## config.mk

```make
export PLATFORM = sky130hd
export DESIGN_NAME = sde_scan
export DESIGN_NICKNAME = d
export VERILOG_FILES = /design/src/hdl/sde_pkg.sv /design/src/hdl/sde_scan.sv
export SDC_FILE = /design/constraint.sdc
export NUM_CORES = 1
export LEC_CHECK = 0
export ABC_CLOCK_PERIOD_IN_PS = 5550
export BUFFER_PORTS_ARGS = -buffer_cell sky130_fd_sc_hd__clkbuf_2
export CAP_MARGIN = 20
export CORE_MARGIN = 2
export CORE_UTILIZATION = 35
export CTS_CLUSTER_SIZE = 28
export DETAILED_ROUTE_END_ITERATION = 7
export GPL_TIMING_DRIVEN = 0
export MAX_ROUTING_LAYER = met4
export PLACE_DENSITY = 0.57
export SYNTH_ARGS = -nofsm -noshare
export SYNTH_HDL_FRONTEND = slang
export SYNTH_SLANG_ARGS = --single-unit
```

## constraint.sdc

```tcl
create_clock -name clk -period 5.55 [get_ports clk]
set_input_delay 0.555 -clock clk [delete_from_list [all_inputs] [get_ports clk]]
set_output_delay 0.555 -clock clk [all_outputs]
set_load 0.05 [all_outputs]
```

## src/hdl/sde_pkg.sv

```systemverilog
// shared types and constants for the stream delimiter extractor
package sde_pkg;

	localparam int BYTE_W  = 8;
	localparam int INDEX_W = 16;

	localparam int START_LEN = 6;
	localparam int END_LEN   = 9;

	// oldest byte sits in the most significant position of a window
	localparam logic [START_LEN*BYTE_W-1:0] START_PAT = "stream";
	localparam logic [END_LEN*BYTE_W-1:0]   END_PAT   = "endstream";

	localparam logic [BYTE_W-1:0] BYTE_LF = 8'h0A;
	localparam logic [BYTE_W-1:0] BYTE_CR = 8'h0D;

	typedef enum logic {
		EV_DATA  = 1'b0,
		EV_START = 1'b1
	} event_t;

	typedef struct packed {
		event_t              event_res;
		logic [BYTE_W-1:0]   out_byte;
		logic [INDEX_W-1:0]  stream_index;
		logic                end_of_stream;
	} result_t;

endpackage

```

## src/hdl/sde_scan.sv

```systemverilog
// delimiter windows, stream mode state and per-byte result logic
module sde_scan import sde_pkg::*; #(
	parameter int LEADING_SKIP = 2
) (
	input  logic              clk,
	input  logic              arst_n,
	input  logic              step,
	input  logic [BYTE_W-1:0] data_byte,
	output logic              res_valid,
	output result_t           res
);

	localparam int POS_W = (LEADING_SKIP > 0) ? $clog2(LEADING_SKIP + 1) : 1;
	localparam logic [POS_W-1:0] SKIP_LIM = POS_W'(LEADING_SKIP);

	logic [START_LEN*BYTE_W-1:0] start_win_q, start_win_d;
	logic [END_LEN*BYTE_W-1:0]   end_win_q, end_win_d;
	logic                        inside_q, inside_d;
	logic [POS_W-1:0]            pos_q, pos_d;
	logic [INDEX_W-1:0]          count_q, count_d;

	logic start_hit;
	logic end_hit;
	logic skip;

	always_comb begin
		start_win_d = start_win_q;
		end_win_d   = end_win_q;
		inside_d    = inside_q;
		pos_d       = pos_q;
		count_d     = count_q;
		res_valid   = 1'b0;
		res         = '{event_res: EV_DATA, out_byte: data_byte,
			stream_index: count_q, end_of_stream: 1'b0};

		start_hit = 1'b0;
		end_hit   = 1'b0;
		skip      = 1'b0;

		if (!inside_q) begin
			start_win_d = {start_win_q[(START_LEN-1)*BYTE_W-1:0], data_byte};
			start_hit   = (start_win_d == START_PAT);
			if (start_hit) begin
				end_win_d         = '0;
				pos_d             = '0;
				inside_d          = 1'b1;
				res_valid         = 1'b1;
				res.event_res     = EV_START;
				res.out_byte      = '0;
			end
		end else begin
			skip      = (pos_q < SKIP_LIM) && (data_byte == BYTE_LF || data_byte == BYTE_CR);
			end_win_d = {end_win_q[(END_LEN-1)*BYTE_W-1:0], data_byte};
			end_hit   = (end_win_d == END_PAT);
			if (pos_q < SKIP_LIM) begin
				pos_d = pos_q + POS_W'(1);
			end
			res.end_of_stream = end_hit;
			res_valid         = !skip || end_hit;
			if (end_hit) begin
				inside_d = 1'b0;
				count_d  = count_q + INDEX_W'(1);
			end
		end
	end

	always_ff @(posedge clk or negedge arst_n) begin
		if (!arst_n) begin
			start_win_q <= '0;
			end_win_q   <= '0;
			inside_q    <= 1'b0;
			pos_q       <= '0;
			count_q     <= '0;
		end else if (step) begin
			start_win_q <= start_win_d;
			end_win_q   <= end_win_d;
			inside_q    <= inside_d;
			pos_q       <= pos_d;
			count_q     <= count_d;
		end
	end

endmodule

```

* Word-level counts from Yosys, hierarchy flattened
Index checks and enable logic that the tools add are counted.
Cells by class: add/subtract/negate cells 2, multipliers 0, divide/modulo/power cells 0, $lt $le $gt $ge 1, eq/ne operators 5, shifts and indexed selects 0, multiplexer cells 12, bitwise operators 1, reduce and logical (&&, ||, !) cells 9
Operators with widths (number):
- $mux 64 | 2
- $eq 72x71->1 const B | 1
- $eq 48x47->1 const B | 1
- $mux 9 | 2
- $add 16x1->16 const B | 1
- $eq 8x4->1 const B | 2
- $mux 2 | 3
- $reduce_and 3->1 | 2
- $mux 1 | 5
- $reduce_and 2->1 | 2
- $add 2x1->2 const B | 1
- $logic_or 1x1->1 | 2
- $lt 2x2->1 const B | 1
- $ne 2x1->1 const B | 1
- $reduce_bool 2->1 | 1
- $logic_and 1x1->1 | 1
- $logic_not 1->1 | 1
- $not 1->1 | 1
Storage, ports and cells: register bits 123, latch bits 0, memory bits (writable) 0, bits in read-only memories 0, output and inout port bits 27, word-level logic and storage cells 35, memories 0

* Longest topological paths before layout
Gate-level depths: netlist of run 1.
depth in word-level cells 6, mapped depth 7, gate-level depth less buffers 5

* Worst setup path after synthesis of run 1
Ideal clock, no wire load.
kind input port to output port, start input data_byte[7], end output res[17] (netlist name), arrival time 2614 ps, required time 4995 ps, setup slack 2381 ps, stages 5, buffers on the path 0, cell sequence nor3b_2 > nand3_2 > nor4_2 > nor2b_1 > nor2b_1
RTL lines:
- from (decl) | line sde_scan.sv:8 | input logic [BYTE_W-1:0] data_byte,
- to (decl) | line sde_scan.sv:10 | output result_t res

==> results.txt, run 1 <==
----------------------------------------------------
[Critical path]
  Signal arrival time at the worst endpoint ... between 2000 and 3000 ps
  Capturing element type of the critical path ... output port
  Slowest library cell on the worst path ... sky130_fd_sc_hd__nor4_2
  Required time at the worst-slack endpoint ... 4990 ps
  Cell breakdown of the critical path ... nor4b_1 -> nand4_1 -> nor4_2 -> nor2b_1 -> clkbuf_2
  Delay of the slowest critical-path stage ... about 650 ps
  CP max FO ... 6
  Startpoint Class ... flop
  Critical setup path kind ... flop to output port

[Pwr]
  Power per unit of standard cell area ... between 300 and 400 mW/mm2
  Reported leakage power ... roughly 2.9 nW
  Peak ir drop on the vdd network ... about 240 uV

[Clock tree]
  Post-CTS Setup Inserts ... 0
  CTS buffer count ... 17
  Clock slew at reported path FFs ... about 50 ps
  Clock insertion delay at the later pin of the skew report ... roughly 420 ps
  Number of resized instances in the post-cts repair step ... 0
  Hold-fix buffers, CTS ... 0
  Maximum clock path buffer count ... 2
  H-Tree Depth ... 4
  Clock Tree Root ... sky130_fd_sc_hd__clkbuf_16
  Number of sinks handled by clock tree synthesis ... between 100 and 150
  Clock tree from TritonCTS ... built

[Placed design]
  Placed wire-length estimate after detailed placement ... ~8.7 mm
  Total of buffers placed on input and output ports ... 37
  Final RePlAce weighted congestion ... between 0.9 and 1

[Global routing]
  Grt total ovfl ... 0
  Initial antenna violation count ... 0
  Global-route wire length before repair ... 21.1 mm
  Overall routing resource usage ... 17.6%
  Pin count of the biggest net entering global routing ... 97
  Number of global-route vias before repair ... about 3700

[Logic synthesis]
  Most common flop cell mapped by yosys ... sky130_fd_sc_hd__dfrtp_1
  Count of yosys warnings during synthesis ... 0
  Synthesis-stage register bit count ... 123
  Netlist area before placement ... around 0.0053 mm2
  Post-synth EDFFs ... 0
  Gate count after technology mapping ... 398
  Net count of the mapped netlist ... between 400 and 500
  Sequential share of the synthesized area ... a little under 60%
  Count of different cell masters after synthesis ... 41
  Average cell area after synthesis ... 13.4 um2
  Async S/R FF share, synth ... 100%

[Cells and area]
  Number of nets in the finished design ... around 470
  Core utilization of the finished layout ... between 40% and 50%
  Most frequent standard cell in the layout excluding fill and tap cells ... sky130_fd_sc_hd__dfrtp_1
  Share of final-layout standard cells stronger than drive strength 1 ... 28.4%
  ANT cells ... 0
  Synthesis-to-finish area growth ... 19.4%
  Most frequent cells in the layout ... sky130_fd_sc_hd__dfrtp_1 (123), sky130_fd_sc_hd__a22o_1 (65), sky130_fd_sc_hd__mux2_2 (40)

[Run status]
  Result of the run ... completed

[Die]
  Starting density of the core ... around 35%
  Placeable core area ... between 0.015 and 0.02 mm2
  IO Count ... 38
  Number of standard-cell rows in the floorplan ... 45
  Width of the die ... 127 um
  Height of the die ... between 100 and 150 um
  Area of the die ... around 0.016 mm2

[STA]
  Setup repair after global routing missed its margin ... no
  Highest clock frequency the design can meet ... slightly below 0.3 GHz
  Final Max Slew Viols ... 0
  Setup total negative slack ... 0 ps
  Worst clock skew on the final layout ... approximately 6.9 ps
  Headroom to the max-slew limit ... ~55%
  Final critical path time including I/O delays and setup ... ~3400 ps
  Worst-margin pin slew ... 663 ps
  Final setup violating endpoints ... 0
  Final Hold Violating Endpoints ... 0
  Period utilisation layout ... between 60% and 70%

[Routing]
  Drt first pass iters ... 5
  Vias per std cell ... between 5 and 6
  Vias ... around 3700
  Number of DRC violations after detailed routing ... 0
  Final antenna-violating net count ... 0
  Wire length after detailed routing ... ~13 mm
  DR WL/cell ... 19.4 um
  DR iter-0 viols ... 334

[Flow run]
  Count of max-cap constraint violations ... 0

[Min path]
  Hold Path Class ... input port to async pin

----------------------------------------------------
## flip-flops by register name (all words and copies together) (netlist names)
register / cells
count_q: 16
end_win_q: 64
inside_q: 1
pos_q: 2
start_win_q: 40
## critical path, delay by kind of cell (launching register included)
kind	cells	cell delay (ps)
simple gates	4	1660
buf+inv	1	350
flops	1	390
## where the power goes
| group | switching [mW] | internal (mW) |
|---|---|---|
| clock | 0.382 | 0.693 |
| combinational | 0.0594 | 0.0680 |
| sequential | 0.0436 | 0.958 |
| total | 0.485 | 1.72 |
## cell families after synthesis
group	share of synthesized area, %
DFF	57.8
and+or+nand+nor	16.5
AOI/OAI and AO/OA	11.6
muxes	8.67
buffers and inverters	2.70
xor gates and xnor gates	2.47
adders and majority gates	0.235
## cell usage after synthesis, types with 2 or more instances
| master | number | share of area (%) |
|---|---|---|
| sky130_fd_sc_hd__a21oi_1 | 3 | 0.28 |
| sky130_fd_sc_hd__a22o_1 | 65 | 11 |
| sky130_fd_sc_hd__xnor2_1 | 3 | 0.49 |
| sky130_fd_sc_hd__dfrtp_1 | 123 | 58 |
| sky130_fd_sc_hd__xor2_1 | 12 | 2.0 |
| sky130_fd_sc_hd__nor2_1 | 7 | 0.49 |
| sky130_fd_sc_hd__clkbuf_1 | 17 | 1.2 |
| sky130_fd_sc_hd__nor4_1 | 3 | 0.35 |
| sky130_fd_sc_hd__and4_1 | 3 | 0.49 |
| sky130_fd_sc_hd__buf_1 | 2 | 0.14 |
| sky130_fd_sc_hd__nand3_1 | 2 | 0.19 |
| sky130_fd_sc_hd__buf_6 | 3 | 0.63 |
| sky130_fd_sc_hd__or4_1 | 2 | 0.28 |
| sky130_fd_sc_hd__nor4bb_1 | 11 | 2.1 |
| sky130_fd_sc_hd__and4b_1 | 6 | 1.1 |
| sky130_fd_sc_hd__nand4_1 | 21 | 2.5 |
| sky130_fd_sc_hd__mux2_2 | 40 | 8.5 |
| sky130_fd_sc_hd__nor3_2 | 10 | 1.9 |
| sky130_fd_sc_hd__nor2b_1 | 7 | 0.82 |
| sky130_fd_sc_hd__nor4_2 | 4 | 0.94 |
| sky130_fd_sc_hd__nor4b_1 | 11 | 1.8 |
| sky130_fd_sc_hd__nand2_1 | 10 | 0.71 |
| sky130_fd_sc_hd__and3_1 | 6 | 0.71 |
| sky130_fd_sc_hd__buf_2 | 7 | 0.66 |
| sky130_fd_sc_hd__nand4b_1 | 4 | 0.66 |
## final cells by class
class,instances,area (um2)
clock inverters,7,88.8
multi-input cells,245,2100
repair buffers,38,221
flip-flops and latches,123,3080
clock buffers,25,485
fillers,1390,8680
plain buffers,29,140
well taps,188,235
inverters,1,3.75
## through the flow
| stage | hold WS (ps) | instance area (um2) | power [mW] | worst slack (ps) | instances |
|---|---|---|---|---|---|
| 6_report | 19.8 | 6350 | 2.20 | 2170 | 656 |
| 5_1_grt | 17.3 | 6350 | 2.29 | 1990 | 656 |
| 4_1_cts | 8.08 | 6350 | 2.23 | 2090 | 656 |
| 3_5_place_dp | 455 | 5780 | 1.15 | 2500 | 624 |
| 3_3_place_gp | 457 | 5740 | 1.14 | 2060 | 623 |
| 2_1_floorplan | 259 | 5320 | 1.09 | 2380 | 398 |
## layer usage
metal	global-route usage [%]	vias to the layer above	part of all wire, %
li1	-	1654	-
met5	-	-	0
met3	4.61	12	4.9
met1	23.3	1903	46
met4	6.98	0	1.3
met2	25.8	89	47
## final timing paths
kind                                start             end  slack [ps]  cells past startpoint
max in group asynchronous          arst_n   end_win_q[16]        4770                      2
hold reg to reg               count_q[15]     count_q[15]         460                      1
hold / removal                     arst_n  start_win_q[2]          20                      1
setup reg to reg           start_win_q[1]   end_win_q[48]        3020                      7
min in group clk             data_byte[3]    end_win_q[3]         420                      2
setup / recovery           start_win_q[1]         res[25]        2170                      5
Power figures use the tool's default switching activity.
==> inputs of run 2 (changes only) <==
--- a/config.mk
+++ b/config.mk
@@ -5,7 +5,7 @@
 export SDC_FILE = /design/constraint.sdc
 export NUM_CORES = 1
 export LEC_CHECK = 0
-export ABC_CLOCK_PERIOD_IN_PS = 5550
+export ABC_CLOCK_PERIOD_IN_PS = 3050
 export BUFFER_PORTS_ARGS = -buffer_cell sky130_fd_sc_hd__clkbuf_2
 export CAP_MARGIN = 20
 export CORE_MARGIN = 2
@@ -14,7 +14,7 @@
 export DETAILED_ROUTE_END_ITERATION = 7
 export GPL_TIMING_DRIVEN = 0
 export MAX_ROUTING_LAYER = met4
-export PLACE_DENSITY = 0.57
+export PLACE_DENSITY = 0.59
 export SYNTH_ARGS = -nofsm -noshare
 export SYNTH_HDL_FRONTEND = slang
 export SYNTH_SLANG_ARGS = --single-unit
==> constraint.sdc (replaced) <==
create_clock -name clk -period 3.05 [get_ports clk]
set_input_delay 0.305 -clock clk [delete_from_list [all_inputs] [get_ports clk]]
set_output_delay 0.305 -clock clk [all_outputs]
set_load 0.05 [all_outputs]
==> run 2 against run 1 <==
Against the previous run:
- count of clock-buffer cells in the layout down 4
- highest routed layer unchanged
- power up 81%
- flip-flop and latch count did not move
- sequential power rose by 82%
- first-iteration DRC count fell by 20%
==> results.txt, run 2 (synthesized netlist as in run 1, its figures left out) <==
----------------------------------------------------
[Run status]
  Result of the run ... completed (unchanged)

[Flow run]
  Count of max-cap constraint violations ... 0 (unchanged)

[Pwr]
  Power dissipated by switching net loads ... 0.883 mW (was 0.485 mW)
  Power per unit of standard cell area ... 624 mW/mm2 (was 347 mW/mm2)
  Proportion of power drawn by combinational gates ... 5.8% (about the same)
  Reported leakage power ... 2.89 nW (was 2.86 nW)
  Switching Fraction ... 22.1% (was 22.0%)
  Peak ir drop on the vdd network ... 410 uV (was 235 uV)
  Power share of the sequential group ... 45.6% (was 45.5%)
  Int Power ... 3.11 mW (was 1.72 mW)
  Total power consumption of the routed design ... 3.99 mW (was 2.20 mW)
  Clock network fraction of design power ... 48.5% (was 48.8%)

[Critical path]
  Capturing element type of the critical path ... output port (unchanged)
  Depth of the worst register-to-register path ... 8 (was 7)
  Required time at the worst-slack endpoint ... 2740 ps (was 4990 ps)
  CP max FO ... 4 (was 6)
  Signal arrival time at the worst endpoint ... 2610 ps (was 2820 ps)
  Critical setup path kind ... flop to output port (unchanged)
  Startpoint Class ... flop (unchanged)

[STA]
  Final Max Slew Viols ... 0 (unchanged)
  Final worst hold slack ... 173 ps (was 19.8 ps)
  Setup repair after global routing missed its margin ... no (unchanged)
  Worst-margin pin slew ... 725 ps (was 663 ps)
  Final critical path time including I/O delays and setup ... 2920 ps
  Final Hold Violating Endpoints ... 0 (unchanged)
  Headroom to the max-slew limit ... 51.2% (was 55.4%)
  Worst clock skew on the final layout ... 8.59 ps (was 6.95 ps)
  Final setup violating endpoints ... 0 (unchanged)
  Highest clock frequency the design can meet ... around 0.34 GHz
  Period utilisation layout ... between 90% and 100%

[Cells and area]
  Share of final-layout standard cells stronger than drive strength 1 ... 29.5% (was 28.4%)
  Largest register FFs ... 64 (unchanged)
  Top reg by flops ... end_win_q (unchanged)
  ANT cells ... 0 (unchanged)
  Area of the multi-input gates ... 0.00211 mm2 (was 0.00210 mm2)
  Most frequent standard cell in the layout excluding fill and tap cells ... sky130_fd_sc_hd__dfrtp_1 (unchanged)
  Registers with the highest flip-flop counts ... end_win_q: 64 flops, start_win_q: 40 flops, count_q: 16 flops (unchanged)
  Register Area ... 0.00308 mm2 (unchanged)
  Filler Cells Inserted ... 1367 (was 1390)
  Number of nets in the finished design ... 470 (was 467)
  Most frequent cells in the layout ... sky130_fd_sc_hd__dfrtp_1 (123), sky130_fd_sc_hd__a22o_1 (65), sky130_fd_sc_hd__mux2_2 (40) (unchanged)
  Synthesis-to-finish area growth ... 20.2% (was 19.4%)

[Placed design]
  Placed wire-length estimate after detailed placement ... 8.71 mm (about the same)
  Total of buffers placed on input and output ports ... 37 (unchanged)
  Final RePlAce weighted congestion ... 0.842 (was 0.908)

[Global routing]
  Initial antenna violation count ... 0 (unchanged)
  Number of global-route vias before repair ... 3670 (was 3708)
  Pin count of the biggest net entering global routing ... 121 (was 97)
  Global-route wire length before repair ... 20.7 mm (was 21.1 mm)
  Overall routing resource usage ... 17.0% (was 17.6%)
  Grt total ovfl ... 0 (unchanged)

[Die]
  Height of the die ... 127 um (unchanged)
  Number of standard-cell rows in the floorplan ... 45 (unchanged)
  Starting density of the core ... 35.4% (unchanged)
  Area of the die ... 0.0162 mm2 (unchanged)
  Placeable core area ... 0.0150 mm2 (unchanged)
  IO Count ... 38 (unchanged)
  Width of the die ... 127 um (unchanged)

[Routing]
  Vias per std cell ... 5.56 (was 5.58)
  Wire length after detailed routing ... 12.5 mm (was 12.7 mm)
  Vias ... 3662 (was 3658)
  DR WL/cell ... 18.9 um (was 19.4 um)
  DR iter-0 viols ... 267 (was 334)
  Number of DRC violations after detailed routing ... 0 (unchanged)
  Drt first pass iters ... 4 (was 5)
  Final antenna-violating net count ... 0 (unchanged)

[Clock tree]
  Clock tree from TritonCTS ... built (unchanged)
  Clock slew at reported path FFs ... 50 ps (about the same)
  Clock Tree Root ... sky130_fd_sc_hd__clkbuf_16 (unchanged)
  CTS buffer count ... 17 (unchanged)
  Number of sinks handled by clock tree synthesis ... 123 (unchanged)
  Clock insertion delay at the later pin of the skew report ... 410 ps (was 420 ps)
  Maximum clock path buffer count ... 2 (unchanged)
  H-Tree Depth ... 4 (unchanged)

[Min path]
  Hold Path Class ... input port to flop (was input port to async pin)
  Hold-critical path depth ... 2

----------------------------------------------------
==> run 2: final timing paths <==
kind | to | slack (ps) | from
worst max-delay path | res[0] | 130 | end_win_q[44]
worst min register to register | count_q[15] | 460 | count_q[15]
min in group asynchronous | start_win_q[2] | 260 | arst_n
worst min-delay path | end_win_q[3] | 170 | data_byte[3]
worst max register to register | end_win_q[42] | 610 | start_win_q[1]
max in group asynchronous | end_win_q[34] | 2030 | arst_n
==> run 2: layer usage <==
layer / track usage (%) / part of all wire (%) / up-vias
li1: - / - / 1659
met1: 22.3 / 45 / 1920
met2: 26.1 / 50 / 73
met3: 4.02 / 3.8 / 10
met4: 5.75 / 1.2 / 0
met5: - / 0 / -
==> run 2: critical path, cell delays in order, from the launching register on <==
cell                       delay, ps
sky130_fd_sc_hd__dfrtp_1         430
sky130_fd_sc_hd__nor4b_1         330
sky130_fd_sc_hd__nand4_1         180
sky130_fd_sc_hd__nor4_1          680
sky130_fd_sc_hd__and3_1          300
sky130_fd_sc_hd__clkbuf_2        290
==> run 2: power by group through the flow <==
stage               Sequential (mW)  Clock [mW]  Combinational, mW
finish                         1.82        1.94              0.233
global route                   1.84        2.05              0.257
CTS                            1.82        1.98              0.240
detailed placement             1.85           0              0.238
global placement               1.85           0              0.225
floorplan                      1.82           0              0.162
==> run 2: through the flow <==
| step | setup slack (ps) | utilization (%) | cell area (um2) | cells | TNS, ps |
|---|---|---|---|---|---|
| 2_1_floorplan | 155 | - | 5320 | 398 | 0 |
| 3_3_place_gp | -114 | 38.2 | 5740 | 623 | -12890 |
| 3_5_place_dp | 224 | 38.5 | 5780 | 624 | 0 |
| 4_1_cts | 4.29 | 42.4 | 6380 | 657 | 0 |
| 5_1_grt | 37.3 | 42.6 | 6400 | 659 | 0 |
| 6_report | 134 | 42.6 | 6400 | 659 | 0 |
==> run 2: final cells by class <==
type,instances,share of cell area (%)
Timing Repair Buffer,41,3.85
Clock buffer,21,7.20
Tap cell,188,3.68
Clock inverter,11,1.88
Sequential cell,123,48.1
Inverter,1,0.0587
Multi-Input combinational cell,245,33.0
Buffer,29,2.19
==> run 2: repair_timing <==
action	CTS	global route
pin swaps	1	1
resized for setup	1	1
hold buffers	1	0
hold endpoints to repair	3	0
buffers inserted	0	2
endpoints found under the setup margin	6	6
